### src/rtl/core/lmlt_pkg.sv
// ----------------------------------------------------------------------------
// LCD mode and line timing package
// Timing constants, field widths, display mode codes and register indexes.
// ----------------------------------------------------------------------------
`default_nettype none

package lmlt_pkg;

    localparam int CNT_W  = 10;
    localparam int LINE_W = 8;
    localparam int CYC_W  = 8;
    localparam int CFG_W  = 8;
    localparam int IDX_W  = 3;

    localparam logic [CNT_W-1:0]  LINE_CYCLES    = CNT_W'(456);
    localparam logic [CNT_W-1:0]  OAM_BOUND      = CNT_W'(376);
    localparam logic [CNT_W-1:0]  TRANSFER_BOUND = CNT_W'(204);
    localparam logic [LINE_W-1:0] VISIBLE_LINES  = LINE_W'(144);
    localparam logic [LINE_W-1:0] LAST_LINE      = LINE_W'(153);

    typedef enum logic [1:0] {
        MODE_HBLANK   = 2'd0,
        MODE_VBLANK   = 2'd1,
        MODE_OAM      = 2'd2,
        MODE_TRANSFER = 2'd3
    } mode_t;

    typedef enum logic [IDX_W-1:0] {
        REG_DISPLAY_ENABLE    = 3'd0,
        REG_COMPARE_LINE      = 3'd1,
        REG_HBLANK_IRQ_EN     = 3'd2,
        REG_VBLANK_OAM_IRQ_EN = 3'd3,
        REG_COINC_IRQ_EN      = 3'd4
    } reg_index_t;

endpackage

`default_nettype wire

### src/rtl/core/lcd_mode_and_line_timing.sv
// ----------------------------------------------------------------------------
// LCD mode and line timing
// Per-line countdown, line counter, display mode, status and vblank interrupts.
// ----------------------------------------------------------------------------
// Each accepted input beat's result is registered and valid in the next cycle.
// Throughput: one beat per cycle; the only stall is a held result register.
// Reset: countdown loads the line length, line and mode clear, display on,
//        compare line and interrupt enables clear, no result pending.
`default_nettype none

module lcd_mode_and_line_timing
(
    input  wire logic                        clk,
    input  wire logic                        rst_n,

    input  wire logic                        cfg_we,
    input  wire logic [lmlt_pkg::IDX_W-1:0]  cfg_index,
    input  wire logic [lmlt_pkg::CFG_W-1:0]  cfg_data,

    input  wire logic                        in_valid,
    output logic                             in_stall,
    input  wire logic [lmlt_pkg::CYC_W-1:0]  elapsed_cycles,

    output logic                             out_valid,
    input  wire logic                        out_stall,
    output logic [lmlt_pkg::LINE_W-1:0]      current_line,
    output logic [1:0]                       display_mode,
    output logic                             coincidence,
    output logic                             status_irq,
    output logic                             vblank_irq,
    output logic                             line_done,
    output logic [lmlt_pkg::LINE_W-1:0]      done_line
);

    import lmlt_pkg::*;

    logic              display_enable_reg;
    logic [LINE_W-1:0] compare_line_reg;
    logic              hblank_irq_en_reg;
    logic              vblank_oam_irq_en_reg;
    logic              coinc_irq_en_reg;

    logic [CNT_W-1:0]  count_reg;
    logic [CNT_W-1:0]  count_next;
    logic [LINE_W-1:0] line_reg;
    logic [LINE_W-1:0] line_next;
    mode_t             mode_reg;
    mode_t             mode_next;

    logic              out_valid_reg;
    logic [LINE_W-1:0] cur_line_reg;
    mode_t             disp_mode_reg;
    logic              coinc_reg;
    logic              status_irq_reg;
    logic              vblank_irq_reg;
    logic              line_done_reg;
    logic [LINE_W-1:0] done_line_reg;

    logic              coinc_next;
    logic              status_irq_next;
    logic              vblank_irq_next;
    logic              line_done_next;
    logic [LINE_W-1:0] done_line_next;
    logic              mode_irq_en;
    logic              in_accept;
    logic              out_accept;

    assign in_stall   = out_valid_reg && out_stall;
    assign in_accept  = in_valid && !in_stall;
    assign out_accept = out_valid_reg && !out_stall;

    always_comb
    begin
        count_next      = count_reg;
        line_next       = line_reg;
        mode_next       = mode_reg;
        coinc_next      = 1'b0;
        status_irq_next = 1'b0;
        vblank_irq_next = 1'b0;
        line_done_next  = 1'b0;
        done_line_next  = '0;
        mode_irq_en     = 1'b0;

        if (!display_enable_reg)
        begin
            count_next = LINE_CYCLES;
            line_next  = '0;
            mode_next  = MODE_OAM;
        end
        else
        begin
            if (line_reg >= VISIBLE_LINES)
            begin
                mode_next   = MODE_VBLANK;
                mode_irq_en = vblank_oam_irq_en_reg;
            end
            else if (count_reg >= OAM_BOUND)
            begin
                mode_next   = MODE_OAM;
                mode_irq_en = vblank_oam_irq_en_reg;
            end
            else if (count_reg >= TRANSFER_BOUND)
            begin
                mode_next   = MODE_TRANSFER;
            end
            else
            begin
                mode_next   = MODE_HBLANK;
                mode_irq_en = hblank_irq_en_reg;
            end

            coinc_next      = (line_reg == compare_line_reg);
            status_irq_next = (mode_irq_en && (mode_next != mode_reg))
                              || (coinc_next && coinc_irq_en_reg);

            if (count_reg > {{(CNT_W-CYC_W){1'b0}}, elapsed_cycles})
            begin
                count_next = count_reg - {{(CNT_W-CYC_W){1'b0}}, elapsed_cycles};
            end
            else
            begin
                count_next = LINE_CYCLES;
                if (line_reg < VISIBLE_LINES)
                begin
                    line_done_next = 1'b1;
                    done_line_next = line_reg;
                end
                else if (line_reg == VISIBLE_LINES)
                begin
                    vblank_irq_next = 1'b1;
                end
                if (line_reg >= LAST_LINE)
                    line_next = '0;
                else
                    line_next = line_reg + LINE_W'(1);
            end
        end
    end

    always_ff @(posedge clk or negedge rst_n)
    begin
        if (!rst_n)
        begin
            display_enable_reg    <= 1'b1;
            compare_line_reg      <= '0;
            hblank_irq_en_reg     <= 1'b0;
            vblank_oam_irq_en_reg <= 1'b0;
            coinc_irq_en_reg      <= 1'b0;
        end
        else if (cfg_we)
        begin
            unique case (cfg_index)
                REG_DISPLAY_ENABLE:    display_enable_reg    <= cfg_data[0];
                REG_COMPARE_LINE:      compare_line_reg      <= cfg_data[LINE_W-1:0];
                REG_HBLANK_IRQ_EN:     hblank_irq_en_reg     <= cfg_data[0];
                REG_VBLANK_OAM_IRQ_EN: vblank_oam_irq_en_reg <= cfg_data[0];
                REG_COINC_IRQ_EN:      coinc_irq_en_reg      <= cfg_data[0];
                default: ;
            endcase
        end
    end

    // advance timing state once per accepted beat
    always_ff @(posedge clk or negedge rst_n)
    begin
        if (!rst_n)
        begin
            count_reg     <= LINE_CYCLES;
            line_reg      <= '0;
            mode_reg      <= MODE_HBLANK;
            out_valid_reg <= 1'b0;
        end
        else
        begin
            if (in_accept)
            begin
                count_reg <= count_next;
                line_reg  <= line_next;
                mode_reg  <= mode_next;
            end
            if (in_accept)
                out_valid_reg <= 1'b1;
            else if (out_accept)
                out_valid_reg <= 1'b0;
        end
    end

    // hold result beat until taken
    always_ff @(posedge clk)
    begin
        if (in_accept)
        begin
            cur_line_reg   <= line_next;
            disp_mode_reg  <= mode_next;
            coinc_reg      <= coinc_next;
            status_irq_reg <= status_irq_next;
            vblank_irq_reg <= vblank_irq_next;
            line_done_reg  <= line_done_next;
            done_line_reg  <= done_line_next;
        end
    end

    assign out_valid    = out_valid_reg;
    assign current_line = cur_line_reg;
    assign display_mode = disp_mode_reg;
    assign coincidence  = coinc_reg;
    assign status_irq   = status_irq_reg;
    assign vblank_irq   = vblank_irq_reg;
    assign line_done    = line_done_reg;
    assign done_line    = done_line_reg;

    a_line_range: assert property (@(posedge clk) disable iff (!rst_n)
        line_reg <= LAST_LINE)
        else $error("line counter beyond last line");

    a_count_range: assert property (@(posedge clk) disable iff (!rst_n)
        (count_reg != '0) && (count_reg <= LINE_CYCLES))
        else $error("countdown out of range");

    a_disable_hold: assert property (@(posedge clk) disable iff (!rst_n)
        (in_accept && !display_enable_reg)
        |=> (line_reg == '0 && mode_reg == MODE_OAM && count_reg == LINE_CYCLES))
        else $error("disabled display did not reset timing");

    a_done_visible: assert property (@(posedge clk) disable iff (!rst_n)
        (out_valid_reg && line_done_reg)
        |-> (done_line_reg < VISIBLE_LINES && !vblank_irq_reg))
        else $error("done line outside visible area");

    a_result_follows: assert property (@(posedge clk) disable iff (!rst_n)
        in_accept |=> (out_valid_reg && cur_line_reg == line_reg
                       && disp_mode_reg == mode_reg))
        else $error("result does not match timing state");

endmodule

`default_nettype wire

### config.mk
export PLATFORM = sky130hd
export DESIGN_NAME = lcd_mode_and_line_timing
export DESIGN_NICKNAME = d
export VERILOG_FILES = /design/src/rtl/core/lmlt_pkg.sv /design/src/rtl/core/lcd_mode_and_line_timing.sv
export SDC_FILE = /design/constraint.sdc
export NUM_CORES = 1
export LEC_CHECK = 0
export ABC_AREA = 1
export CORE_MARGIN = 2
export CORE_UTILIZATION = 64
export CTS_CLUSTER_SIZE = 12
export DETAILED_ROUTE_END_ITERATION = 10
export DONT_BUFFER_PORTS = 1
export GPL_TIMING_DRIVEN = 0
export PLACE_DENSITY = 0.87
export SLEW_MARGIN = 5
export SYNTH_ARGS = -nofsm -noshare
export SYNTH_HDL_FRONTEND = slang
export SYNTH_SLANG_ARGS = --single-unit
### constraint.sdc
create_clock -name clk -period 2.7 [get_ports clk]
set_clock_uncertainty 0.1 [all_clocks]
set_input_delay 0.405 -clock clk [delete_from_list [all_inputs] [get_ports clk]]
set_output_delay 0.405 -clock clk [all_outputs]
set_load 0.1 [all_outputs]
==> results of run 1 <==
## cells in the mapped netlist, types with 4 or more instances
| library cell | instances | area (um2) |
|---|---|---|
| sky130_fd_sc_hd__a21oi_1 | 9 | 45.0 |
| sky130_fd_sc_hd__buf_2 | 4 | 20.0 |
| sky130_fd_sc_hd__dfrtp_1 | 28 | 701 |
| sky130_fd_sc_hd__dfstp_2 | 5 | 131 |
| sky130_fd_sc_hd__edfxtp_1 | 22 | 661 |
| sky130_fd_sc_hd__ha_1 | 12 | 150 |
| sky130_fd_sc_hd__inv_1 | 45 | 169 |
| sky130_fd_sc_hd__mux2_2 | 4 | 45.0 |
| sky130_fd_sc_hd__nand2_1 | 109 | 409 |
| sky130_fd_sc_hd__nand2_2 | 5 | 31.3 |
| sky130_fd_sc_hd__nand2_4 | 4 | 45.0 |
| sky130_fd_sc_hd__nand3_1 | 25 | 125 |
| sky130_fd_sc_hd__nand4_1 | 15 | 93.8 |
| sky130_fd_sc_hd__nor2_1 | 43 | 161 |
| sky130_fd_sc_hd__nor3_1 | 4 | 20.0 |
| sky130_fd_sc_hd__o21ai_0 | 8 | 40.0 |
| sky130_fd_sc_hd__o21ai_1 | 7 | 35.0 |
| sky130_fd_sc_hd__o22ai_1 | 4 | 25.0 |
| sky130_fd_sc_hd__xnor2_1 | 5 | 43.8 |
| sky130_fd_sc_hd__xor2_1 | 4 | 35.0 |
## cells by family after synthesis
| logic type | Yosys count |
|---|---|
| mux | 4 |
| fa+ha+maj | 13 |
| flops | 55 |
| compound gates | 37 |
| xor+xnor | 9 |
| buf+inv | 55 |
| simple gates | 217 |
## metal layers
layer | wire length, um | vias to the layer above | global-route usage
li1 | - | 1291 | -
met1 | 3090 | 1213 | 0.378
met2 | 3120 | 114 | 0.420
met3 | 497 | 17 | 0.0643
met4 | 151 | 0 | 0.0916
met5 | 0 | - | 0
## layout by cell type, fill, tap and decap left out, types with 2 or more instances in the layout
| master | count |
|---|---|
| sky130_fd_sc_hd__o21ai_0 | 8 |
| sky130_fd_sc_hd__dfstp_2 | 5 |
| sky130_fd_sc_hd__edfxtp_1 | 22 |
| sky130_fd_sc_hd__or2_2 | 2 |
| sky130_fd_sc_hd__nand2_2 | 5 |
| sky130_fd_sc_hd__buf_2 | 4 |
| sky130_fd_sc_hd__mux2_2 | 4 |
| sky130_fd_sc_hd__dfrtp_1 | 27 |
| sky130_fd_sc_hd__xnor2_1 | 5 |
| sky130_fd_sc_hd__nand3_1 | 25 |
| sky130_fd_sc_hd__inv_2 | 3 |
| sky130_fd_sc_hd__nand3_2 | 2 |
| sky130_fd_sc_hd__xor2_1 | 4 |
| sky130_fd_sc_hd__o22ai_1 | 4 |
| sky130_fd_sc_hd__nor3_1 | 4 |
| sky130_fd_sc_hd__nand3b_1 | 2 |
| sky130_fd_sc_hd__inv_1 | 45 |
| sky130_fd_sc_hd__o21ai_1 | 7 |
| sky130_fd_sc_hd__ha_1 | 12 |
| sky130_fd_sc_hd__a21oi_1 | 9 |
| sky130_fd_sc_hd__nand4_1 | 15 |
| sky130_fd_sc_hd__clkbuf_8 | 5 |
| sky130_fd_sc_hd__nand2_4 | 4 |
| sky130_fd_sc_hd__o21ai_2 | 3 |
| sky130_fd_sc_hd__nand2_1 | 109 |
| sky130_fd_sc_hd__nor2_4 | 2 |
| sky130_fd_sc_hd__nor2_1 | 43 |
## power groups by stage
stage               sequential, W  clock (W)  combinational (W)
floorplan                 0.00153          0            0.00114
global placement          0.00157          0            0.00135
detailed placement        0.00158          0            0.00140
CTS                       0.00156   0.000470            0.00143
global route              0.00160   0.000506            0.00164
finish                    0.00157   0.000472            0.00145
## metrics by stage
| step | util | hold WS, ns | power [W] |
|---|---|---|---|
| floorplan | - | 0.00941 | 0.00267 |
| global placement | 0.690 | 0.0101 | 0.00292 |
| detailed placement | 0.690 | 0.00994 | 0.00298 |
| CTS | 0.716 | 0.124 | 0.00346 |
| global route | 0.716 | 0.117 | 0.00374 |
| finish | 0.716 | 0.121 | 0.00349 |
## worst max path at each step
| stage | from | end |
|---|---|---|
| 4_1_cts | out_valid | mode_reg[1] |
| 6_report | out_valid | mode_reg[1] |
| 3_5_place_dp | out_valid | mode_reg[1] |
| 2_1_floorplan | out_valid | line_reg[4] |
| 3_3_place_gp | out_valid | mode_reg[1] |
| 5_1_grt | out_valid | mode_reg[1] |
## cell type report
class | instances | area [um2] | share of cell area
Inverter | 48 | 180 | 0.0523
Timing Repair Buffer | 2 | 30.0 | 0.00871
Sequential cell | 55 | 1490 | 0.433
Buffer | 7 | 40.0 | 0.0116
Clock inverter | 3 | 22.5 | 0.00653
Tap cell | 67 | 83.8 | 0.0243
Multi-Input combinational cell | 280 | 1530 | 0.443
Clock buffer | 5 | 68.8 | 0.0200
## what timing repair did
action / in CTS / in global routing
endpoints found under the hold margin: 33 / 0
resized for setup: 1 / 0
endpoints found under the setup margin: 17 / 0
hold buffers: 2 / 0
==> key figures, run 1 <==
Routing
  – Detailed Route WL: 6870 um
  – Average routed wire per standard cell: 14.7 um
  – Via count of the routed design: 2,635
  – Number of detailed-route iterations in the first pass: 4
  – Number of nets with antenna violations after routing: 0
  – Initial drt markers: 207
  – DRC: 0
  – Post-detailed-route via-to-cell ratio: 5.64

Critical path
  – Sort of element at the end of the critical path: flip-flop
  – Category of the critical setup timing path: reg2reg
  – CP Buf/Inv Count: 3
  – Data required time of the worst path: 2.77 ns
  – Data arrival time at the worst-slack endpoint: 2.59 ns
  – Startpoint of the most critical register-to-register path: out_valid
  – Total number of cells along the worst setup path: 6
  – CP Launch Type: flip-flop
  – Worst r2r dst: mode_reg[1]
  – Critical path peak fanout: 10
  – Top Family by Delay on Critical Path: buffers and inverters
  – Critical-path top delay cell: sky130_fd_sc_hd__dfrtp_2
  – Critical path, cell by cell: nand2_1 -> inv_2 -> nor2_4 -> inv_1 -> clkbuf_1 -> a22oi_1
  – CP peak stage delay: 0.69 ns
  – Flop2flop setup slack: 0.18 ns
  – Worst r2r path cells: 6

Global route
  – Largest net degree at the start of global routing: 34
  – Wire length of the first global-routing pass: 11,600 um
  – GRT Overall Usage: 0.271
  – Initial antenna violation count: 0
  – Vias in the first global route: 2,482
  – Residual overflow from global routing: 0

Worst hold path
  – Hold Path Cell Cnt: 1
  – Endpoint of the worst hold path: compare_line_reg[7]
  – Worst min-delay path category: in2reg
  – Hold path startpoint: cfg_data[7]

Clock network
  – Maximum clock insertion buffer count: 2
  – Root cell of the clock tree: sky130_fd_sc_hd__clkbuf_8
  – Clock tree from TritonCTS: yes
  – Setup Fix Bufs, Post-CTS: 0
  – Clock transition time at the flip-flop clock pins of the worst setup and hold paths: 0.11 ns
  – Clock insertion delay at the later pin of the skew report: 0.32 ns
  – Number of H-tree levels: 2
  – Count of clock tree sinks: 55
  – TritonCTS Buffers: 5

Placed design
  – Number of buffer cells added on primary ports: 0
  – Setup slack at placement: -0.0876 ns
  – Number of instances in the placed design: 457
  – Placed inst area: 3320 um2
  – Hpwl dp: 5040 um
  – GP Congestion: 0.952

Logic synthesis
  – Largest family of logic cells by synthesized area: simple AND/OR/NAND/NOR gates
  – Synthesized-area fraction occupied by xor and xnor cells: 0.0243
  – Synthesized instance count: 390
  – Share of cell area taken by muxes after synthesis: 0.0139
  – Synth warn: 0
  – Adder and majority cell fraction of the synthesized area: 0.0525
  – Portion of the post-synthesis area used by sequential elements: 0.461
  – Net count after synthesis: 427
  – Share of the synthesized area in compound gates (AO/OA/AOI/OAI): 0.0695
  – Count of distinct cell types in the synthesized netlist: 39
  – #FFs+latches synth: 55
  – Share of flip-flops with an asynchronous set or reset: 0.600
  – Cell area after technology mapping: 3240 um2
  – Dominant synthesized flop cell: sky130_fd_sc_hd__dfrtp_1
  – Mean Syn Cell Area: 8.31 um2
  – Post-Synth Simple-Gate Area: 0.311
  – Number of enable-type register cells in the synthesized netlist: 22

Layout
  – Number of nets in the layout: 436
  – Layout cell share with drive strength beyond 1: 0.128
  – Number of flip-flops in the largest register: 10
  – Design Area, Final: 3450 um2
  – Growth of design area from synthesis to finish: 6.41%
  – Antenna cells: 0
  – Final instance count without filler cells: 467
  – Count of fill cells added during filler insertion: 376

Floorplan
  – Count of pins on the block boundary: 48
  – Starting density of the core: 0.672
  – Number of rows created at floorplan: 25
  – Y dimension of the die: 75.1 um
  – X dimension of the die: 75.1 um
  – Core area: 4820 um2
  – Total Die Area: 5650 um2

Timing
  – Slew at the pin closest to its max-slew limit: 0.925 ns
  – Least setup slack across all paths after layout: 0.180 ns
  – Final total negative setup slack: 0 ns
  – Setup repair after global routing missed its margin: no
  – Max-slew headroom at the worst pin: 0.385
  – Final setup fails: 0
  – Hold Violations, Final: 0
  – Final clock period utilization by the worst path: 0.933
  – Fin. max-slew vios: 0
  – Minimum period implied by the final worst setup slack: 2.52 ns
  – Peak clock frequency supported by timing: 0.397 GHz

Outcome
  – Status: completed

Power and ir drop
  – Switching fraction of total power: 0.488
  – Internal cell power: 0.00179 W
  – Ratio of total power to cell area: 1010 nW/um2
  – Worst IR Drop VDD: 0.000524 V
  – Part of the total power dissipated in the clock network: 0.135
  – Power spent charging and discharging nets: 0.00171 W
  – Sequential cell fraction of total power: 0.450
  – Leakage power of the design: 1.62 nW
  – Combinational power share: 0.415

Run
  – Maxcap violations: 0
Note: power is estimated with default switching activity, not from simulation.
==> inputs of run 2 (changes only) <==
--- a/config.mk
+++ b/config.mk
@@ -6,14 +6,15 @@
 export NUM_CORES = 1
 export LEC_CHECK = 0
 export ABC_AREA = 1
+export CORE_ASPECT_RATIO = 1.2
 export CORE_MARGIN = 2
-export CORE_UTILIZATION = 64
+export CORE_UTILIZATION = 40
 export CTS_CLUSTER_SIZE = 12
 export DETAILED_ROUTE_END_ITERATION = 10
 export DONT_BUFFER_PORTS = 1
 export GPL_TIMING_DRIVEN = 0
-export PLACE_DENSITY = 0.87
-export SLEW_MARGIN = 5
+export PLACE_DENSITY = 0.61
+export SLEW_MARGIN = 20
 export SYNTH_ARGS = -nofsm -noshare
 export SYNTH_HDL_FRONTEND = slang
 export SYNTH_SLANG_ARGS = --single-unit
==> key figures, run 2 (synthesis results as in run 1) <==
Outcome
  – Status: completed (unchanged)

Routing
  – DRC: 0 (unchanged)
  – Detailed Route WL: 7230 um (was 6870 um)
  – Initial drt markers: 151 (was 207)
  – Number of detailed-route iterations in the first pass: 4 (unchanged)
  – Average routed wire per standard cell: 14.7 um (about the same)
  – Post-detailed-route via-to-cell ratio: 5.22 (was 5.64)
  – Number of nets with antenna violations after routing: 0 (unchanged)
  – Via count of the routed design: 2,568 (was 2,635)

Clock network
  – Root cell of the clock tree: sky130_fd_sc_hd__clkbuf_8 (unchanged)
  – Clock transition time at the flip-flop clock pins of the worst setup and hold paths: 0.10 ns (was 0.11 ns)
  – Count of clock tree sinks: 55 (unchanged)
  – Number of H-tree levels: 2 (unchanged)
  – Maximum clock insertion buffer count: 2 (unchanged)
  – TritonCTS Buffers: 5 (unchanged)
  – Clock insertion delay at the later pin of the skew report: 0.31 ns (was 0.32 ns)
  – Clock tree from TritonCTS: yes (unchanged)

Worst hold path
  – Worst min-delay path category: in2reg (unchanged)
  – Hold path startpoint: out_stall (was cfg_data[7])

Layout
  – Design Area, Final: 3480 um2 (was 3450 um2)
  – Area used by multi-input combinational logic: 1530 um2 (unchanged)
  – Layout cell share with drive strength beyond 1: 0.128 (unchanged)
  – Count of fill cells added during filler insertion: 765 (was 376)
  – Most frequent cells in the layout: sky130_fd_sc_hd__nand2_1 (109), sky130_fd_sc_hd__inv_1 (45), sky130_fd_sc_hd__nor2_1 (43), sky130_fd_sc_hd__dfrtp_1 (27), sky130_fd_sc_hd__nand3_1 (25) (unchanged)
  – Antenna cells: 0 (unchanged)
  – Number of nets in the layout: 436 (unchanged)
  – Most common cell after layout, fill and taps aside: sky130_fd_sc_hd__nand2_1 (unchanged)
  – Final instance count without filler cells: 492 (was 467)
  – Number of flip-flops in the largest register: 10 (unchanged)
  – Growth of design area from synthesis to finish: 7.38% (was 6.41%)
  – Combined flip-flop and latch cell area: 1490 um2 (unchanged)

Power and ir drop
  – Leakage power of the design: 1.62 nW (about the same)
  – Power spent charging and discharging nets: 0.00168 W (was 0.00171 W)
  – Combinational power share: 0.411 (was 0.415)
  – Internal cell power: 0.00179 W (about the same)
  – Ratio of total power to cell area: 998 nW/um2 (was 1010 nW/um2)
  – Part of the total power dissipated in the clock network: 0.138 (was 0.135)
  – Sequential cell fraction of total power: 0.451 (was 0.450)
  – Worst IR Drop VDD: 0.000452 V (was 0.000524 V)
  – Switching fraction of total power: 0.485 (was 0.488)

Placed design
  – Number of instances in the placed design: 482 (was 457)
  – GP Congestion: 0.916 (was 0.952)
  – Hpwl dp: 5350 um (was 5040 um)
  – Placed inst area: 3360 um2 (was 3320 um2)
  – Number of buffer cells added on primary ports: 0 (unchanged)

Floorplan
  – Starting density of the core: 0.418 (was 0.672)
  – X dimension of the die: 86.2 um (was 75.1 um)
  – Y dimension of the die: 103 um (was 75.1 um)
  – Count of pins on the block boundary: 48 (unchanged)
  – Number of rows created at floorplan: 35 (was 25)
  – Total Die Area: 8840 um2 (was 5650 um2)
  – Core area: 7750 um2 (was 4820 um2)

Timing
  – Hold Violations, Final: 0 (unchanged)
  – Peak clock frequency supported by timing: 0.399 GHz (was 0.397 GHz)
  – Final setup fails: 0 (unchanged)
  – Fin Hold WS: 0.127 ns (was 0.121 ns)
  – Final clock period utilization by the worst path: 0.929 (was 0.933)
  – Slew at the pin closest to its max-slew limit: 0.923 ns (was 0.925 ns)
  – Minimum period implied by the final worst setup slack: 2.51 ns (was 2.52 ns)
  – Setup repair after global routing missed its margin: no (unchanged)
  – Fin. max-slew vios: 0 (unchanged)
  – Max-slew headroom at the worst pin: 0.386 (was 0.385)

Critical path
  – Category of the critical setup timing path: reg2reg (unchanged)
  – CP peak stage delay: 0.70 ns (was 0.69 ns)
  – Critical-path top delay cell: sky130_fd_sc_hd__dfrtp_2 (unchanged)
  – Critical path, cell by cell: nand2_1 -> inv_2 -> nor2_4 -> inv_1 -> clkbuf_1 -> a22oi_1 (unchanged)
  – Sort of element at the end of the critical path: flip-flop (unchanged)
  – Data arrival time at the worst-slack endpoint: 2.59 ns (about the same)
  – Startpoint of the most critical register-to-register path: out_valid (unchanged)
  – Data required time of the worst path: 2.78 ns (was 2.77 ns)
  – CP Launch Type: flip-flop (unchanged)
  – First element of the critical path: out_valid (unchanged)
  – Critical path peak fanout: 10 (unchanged)

Global route
  – Wire length of the first global-routing pass: 12,200 um (was 11,600 um)
  – GRT Overall Usage: 0.176 (was 0.271)
  – Residual overflow from global routing: 0 (unchanged)
  – Largest net degree at the start of global routing: 34 (unchanged)
  – Vias in the first global route: 2,552 (was 2,482)
  – Initial antenna violation count: 0 (unchanged)

Run
  – Maxcap violations: 0 (unchanged)
run 2: cell types whose count changed in the layout (fill, tap and decap cells not counted), sizes merged:
| cell | change |
|---|---|
| clkinv | -1 |
| inv | +1 |
run 2: layout make-up:
cell class,count,area share
plain buffers,7,0.0115
clock buffers,5,0.0198
clock inverters,3,0.00647
inverters,48,0.0518
multi-input cells,280,0.439
flip-flops and latches,55,0.429
well taps,92,0.0331
repair buffers,2,0.00863
run 2: through the flow:
stage                     total power (W)  setup WS (ns)  TNS, ns  utilization
after floorplan                   0.00267          0.284        0            -
after global placement            0.00297        -0.0844   -0.290        0.433
after detailed placement          0.00299         -0.128   -0.924        0.433
after CTS                         0.00350          0.164        0        0.449
after global routing              0.00377         0.0613        0        0.449
final                             0.00347          0.192        0        0.449
run 2: what timing repair did:
item / CTS / global route
hold buffers: 2 / 0
setup buffers: 0 / 0
endpoints found under the setup margin: 35 / 0
hold endpoints to repair: 33 / 0
gates resized for setup: 1 / 0
run 2: routing by layer:
metal,track usage,wire (um)
met1,0.218,3210
met2,0.314,3680
met3,0.0256,214
met4,0.0598,134
met5,0,0
run 2: power by group through the flow:
| stage | Clock [W] | Sequential, W | Combinational [W] |
|---|---|---|---|
| floorplan | 0 | 0.00153 | 0.00114 |
| global placement | 0 | 0.00158 | 0.00139 |
| detailed placement | 0 | 0.00158 | 0.00141 |
| CTS | 0.000503 | 0.00157 | 0.00143 |
| global route | 0.000531 | 0.00160 | 0.00165 |
| finish | 0.000479 | 0.00157 | 0.00143 |
run 2: critical path: cells and delay by family (launching register included):
| kind | cells | cell delay (ns) |
|---|---|---|
| AOI/OAI and AO/OA | 1 | 0.17 |
| buffers and inverters | 3 | 1.12 |
| DFF | 1 | 0.70 |
| and+or+nand+nor | 2 | 0.29 |
run 2: worst paths after layout:
path | end | slack (ns) | depth (start not counted)
min in group asynchronous | count_reg[0] | 0.42 | 2
hold / removal | out_valid | 0.13 | 2
hold reg to reg | coinc_irq_en_reg | 0.40 | 2
setup / recovery | mode_reg[1] | 0.19 | 6
max in group asynchronous | count_reg[7] | 1.82 | 2
setup reg to reg | mode_reg[1] | 0.19 | 6
==> inputs of run 3 (changes only) <==
--- a/config.mk
+++ b/config.mk
@@ -5,7 +5,6 @@
 export SDC_FILE = /design/constraint.sdc
 export NUM_CORES = 1
 export LEC_CHECK = 0
-export ABC_AREA = 1
 export CORE_ASPECT_RATIO = 1.2
 export CORE_MARGIN = 2
 export CORE_UTILIZATION = 40
==> constraint.sdc (replaced) <==
create_clock -name clk -period 2.7 [get_ports clk]
set_clock_uncertainty 0.1 [all_clocks]
set_input_delay 0.405 -clock clk [delete_from_list [all_inputs] [get_ports clk]]
set_output_delay 0.405 -clock clk [all_outputs]
set_load 0.05 [all_outputs]
==> key figures, run 3 <==
Clock network
  – Count of clock tree sinks: 55 (unchanged)
  – Number of H-tree levels: 2 (unchanged)
  – Clock tree from TritonCTS: yes (unchanged)
  – Clock transition time at the flip-flop clock pins of the worst setup and hold paths: 0.11 ns (was 0.10 ns)
  – Root cell of the clock tree: sky130_fd_sc_hd__clkbuf_8 (unchanged)
  – Maximum clock insertion buffer count: 2 (unchanged)
  – Clock insertion delay at the later pin of the skew report: 0.32 ns (was 0.31 ns)
  – TritonCTS Buffers: 5 (unchanged)

Critical path
  – Category of the critical setup timing path: reg2reg (unchanged)
  – Data required time of the worst path: 2.68 ns (was 2.78 ns)
  – Critical path peak fanout: 10 (unchanged)
  – Data arrival time at the worst-slack endpoint: 2.57 ns (was 2.59 ns)
  – CP Launch Type: flip-flop (unchanged)
  – Sort of element at the end of the critical path: flip-flop (unchanged)

Logic synthesis
  – Top cells by area, synth: sky130_fd_sc_hd__dfrtp_1 (22%), sky130_fd_sc_hd__edfxtp_1 (20%), sky130_fd_sc_hd__ha_1 (4.7%), sky130_fd_sc_hd__mux2_2 (4.5%), sky130_fd_sc_hd__dfstp_2 (4.1%) (was sky130_fd_sc_hd__dfrtp_1 (22%), sky130_fd_sc_hd__edfxtp_1 (20%), sky130_fd_sc_hd__nand2_1 (13%), sky130_fd_sc_hd__inv_1 (5.2%), sky130_fd_sc_hd__nor2_1 (5.0%))
  – Share of flip-flops with an asynchronous set or reset: 0.600 (unchanged)
  – Synth warn: 0 (unchanged)
  – Dominant synthesized flop cell: sky130_fd_sc_hd__dfrtp_1 (unchanged)
  – Mean Syn Cell Area: 10.8 um2 (was 8.31 um2)
  – Net count after synthesis: 336 (was 427)
  – Top cell type by total area after synthesis: sky130_fd_sc_hd__dfrtp_1 (unchanged)
  – Portion of the post-synthesis area used by sequential elements: 0.462 (was 0.461)
  – Synthesized instance count: 299 (was 390)
  – Number of enable-type register cells in the synthesized netlist: 22 (unchanged)
  – Yosys top cell area share: 0.217 (was 0.216)
  – #FFs+latches synth: 55 (unchanged)
  – Most frequent cell after synthesis: sky130_fd_sc_hd__nand2_1 (unchanged)
  – Cell area after technology mapping: 3230 um2 (was 3240 um2)
  – Ranking of synthesized cells by instance count: sky130_fd_sc_hd__nand2_1 (31), sky130_fd_sc_hd__dfrtp_1 (28), sky130_fd_sc_hd__edfxtp_1 (22), sky130_fd_sc_hd__nor2_1 (17), sky130_fd_sc_hd__inv_1 (16) (was sky130_fd_sc_hd__nand2_1 (109), sky130_fd_sc_hd__inv_1 (45), sky130_fd_sc_hd__nor2_1 (43), sky130_fd_sc_hd__dfrtp_1 (28), sky130_fd_sc_hd__nand3_1 (25))
  – Count of distinct cell types in the synthesized netlist: 61 (was 39)

Floorplan
  – Count of pins on the block boundary: 48 (unchanged)
  – Total Die Area: 8810 um2 (was 8840 um2)
  – Number of rows created at floorplan: 35 (unchanged)
  – X dimension of the die: 86.0 um (was 86.2 um)
  – Y dimension of the die: 102 um (was 103 um)
  – Starting density of the core: 0.416 (was 0.418)
  – Core area: 7750 um2 (unchanged)

Placed design
  – GP Congestion: 0.891 (was 0.916)
  – Number of buffer cells added on primary ports: 0 (unchanged)
  – Placed inst area: 3370 um2 (was 3360 um2)
  – Hpwl dp: 5010 um (was 5350 um)

Timing
  – Slew at the pin closest to its max-slew limit: 0.759 ns (was 0.923 ns)
  – Peak clock frequency supported by timing: 0.386 GHz (was 0.399 GHz)
  – Setup repair after global routing missed its margin: no (unchanged)
  – Final total negative setup slack: 0 ns (unchanged)
  – Hold Violations, Final: 0 (unchanged)
  – Max-slew headroom at the worst pin: 0.494 (was 0.386)
  – Final clock period utilization by the worst path: 0.960 (was 0.929)
  – Final setup fails: 0 (unchanged)
  – Minimum period implied by the final worst setup slack: 2.59 ns (was 2.51 ns)
  – Fin. max-slew vios: 0 (unchanged)

Routing
  – Number of nets with antenna violations after routing: 0 (unchanged)
  – Average routed wire per standard cell: 17.5 um (was 14.7 um)
  – DRC: 0 (unchanged)
  – Via count of the routed design: 2,303 (was 2,568)
  – Post-detailed-route via-to-cell ratio: 5.71 (was 5.22)
  – Number of detailed-route iterations in the first pass: 4 (unchanged)
  – Detailed Route WL: 7060 um (was 7230 um)
  – Initial drt markers: 122 (was 151)

Layout
  – Design Area, Final: 3510 um2 (was 3480 um2)
  – Antenna cells: 0 (unchanged)
  – Most frequent cells in the layout: sky130_fd_sc_hd__nand2_1 (31), sky130_fd_sc_hd__dfrtp_1 (28), sky130_fd_sc_hd__edfxtp_1 (22), sky130_fd_sc_hd__nor2_1 (17), sky130_fd_sc_hd__inv_1 (16) (was sky130_fd_sc_hd__nand2_1 (109), sky130_fd_sc_hd__inv_1 (45), sky130_fd_sc_hd__nor2_1 (43), sky130_fd_sc_hd__dfrtp_1 (27), sky130_fd_sc_hd__nand3_1 (25))
  – Growth of design area from synthesis to finish: 8.84% (was 7.38%)
  – Most common cell after layout, fill and taps aside: sky130_fd_sc_hd__nand2_1 (unchanged)
  – Number of flip-flops in the largest register: 10 (unchanged)
  – Number of nets in the layout: 347 (was 436)
  – Layout cell share with drive strength beyond 1: 0.164 (was 0.128)
  – Count of fill cells added during filler insertion: 706 (was 765)

Power and ir drop
  – Leakage power of the design: 1.33 nW (was 1.62 nW)
  – Ratio of total power to cell area: 780 nW/um2 (was 998 nW/um2)
  – Worst IR Drop VDD: 0.000343 V (was 0.000452 V)

Outcome
  – Status: completed (unchanged)

Run
  – Maxcap violations: 0 (unchanged)

Global route
  – Wire length of the first global-routing pass: 11,600 um (was 12,200 um)
  – Initial antenna violation count: 0 (unchanged)
  – Largest net degree at the start of global routing: 34 (unchanged)
  – GRT Overall Usage: 0.172 (was 0.176)
  – Residual overflow from global routing: 0 (unchanged)
  – Vias in the first global route: 2,304 (was 2,552)

Worst hold path
  – Worst min-delay path category: in2reg (unchanged)
## run 3: cell types whose count changed in the layout (fill, tap and decap cells not counted), sizes merged, moves of 5 or more
cell / before / now
nand4: 15 / 6
nor2: 47 / 17
clkbuf: 7 / 12
o21ai: 19 / 12
nand3: 27 / 11
buf: 6 / 11
and2: 0 / 8
mux2: 4 / 13
o311ai: 0 / 8
xnor2: 5 / 11
o31ai: 0 / 7
inv: 50 / 18
nand2: 119 / 31
## run 3: power breakdown
group,switching (W),internal (W),total [W],leakage [nW]
combinational,0.000610,0.000423,0.00103,0.655
sequential,0.000199,0.00103,0.00123,0.627
clock,0.000291,0.000188,0.000479,0.0461
total,0.00110,0.00164,0.00274,1.33
## run 3: cell type report
type / count / area, um2 / area share
multi-input combinational: 212 / 1610 / 0.458
clock inverter: 3 / 23.8 / 0.00677
buffer: 15 / 76.3 / 0.0217
inverter: 17 / 63.8 / 0.0182
sequential: 55 / 1490 / 0.425
clock buffer: 5 / 68.8 / 0.0196
timing repair buffer: 4 / 65.1 / 0.0185
tap: 92 / 115 / 0.0328
## run 3: worst paths after layout
kind | depth (start not counted) | to | from | slack (ns)
worst min register to register | 2 | count_reg[0] | count_reg[0] | 0.40
worst max-delay path | 9 | current_line[7] | count_reg[0] | 0.11
min in group asynchronous | 2 | count_reg[1] | rst_n | 0.41
max in group asynchronous | 2 | display_enable_reg | rst_n | 1.82
worst max register to register | 9 | current_line[7] | count_reg[0] | 0.11
worst min-delay path | 1 | out_valid | in_valid | 0.08
## run 3: kinds of logic (layout without fill, tap and decap cells)
family,count (synthesis),after routing,share of synthesized area
buf+inv,32,44,0.0419
mux,14,14,0.0484
compound gates,70,70,0.194
flops,55,55,0.462
xor+xnor,14,14,0.0380
simple gates,101,101,0.162
fa+ha+maj,13,13,0.0527
## run 3: repair_timing
item | 4_1_cts | 5_1_grt
hold buffers | 2 | 0
endpoints found under the setup margin | 0 | 2
resized for setup | 0 | 2
buffers inserted | 0 | 1
hold endpoints to repair | 33 | 0
## run 3: metrics by stage
stage / setup WS (ns) / power (W) / utilization / hold slack, ns / std cells
after floorplan: 0.170 / 0.00202 / - / 0.00941 / 299
after global placement: -0.219 / 0.00222 / 0.431 / 0.0103 / 391
after detailed placement: 0.0128 / 0.00224 / 0.435 / 0.0105 / 392
after CTS: 0.0211 / 0.00274 / 0.451 / 0.0784 / 402
after global routing: 0.00871 / 0.00293 / 0.453 / 0.0839 / 403
final: 0.108 / 0.00274 / 0.453 / 0.0816 / 403
## run 3: routing by layer
| layer | up-vias | GRT usage | routed length (um) | part of all wire |
|---|---|---|---|---|
| li1 | 1116 | - | - | - |
| met1 | 1131 | 0.214 | 3120 | 0.44 |
| met2 | 51 | 0.304 | 3680 | 0.52 |
| met3 | 5 | 0.0291 | 182 | 0.026 |
| met4 | 0 | 0.0513 | 89 | 0.013 |
| met5 | - | 0 | 0 | 0 |
## run 3: critical path, cell delays in order (launching register included)
cell and delay, ns:
sky130_fd_sc_hd__dfrtp_1 0.37, sky130_fd_sc_hd__inv_1 0.05, sky130_fd_sc_hd__ha_1 0.20, sky130_fd_sc_hd__fa_1 0.41, sky130_fd_sc_hd__nand2b_4 0.17, sky130_fd_sc_hd__a211oi_4 0.33
sky130_fd_sc_hd__o31a_4 0.21, sky130_fd_sc_hd__buf_8 0.17, sky130_fd_sc_hd__nor3_1 0.08, sky130_fd_sc_hd__o221a_1 0.24
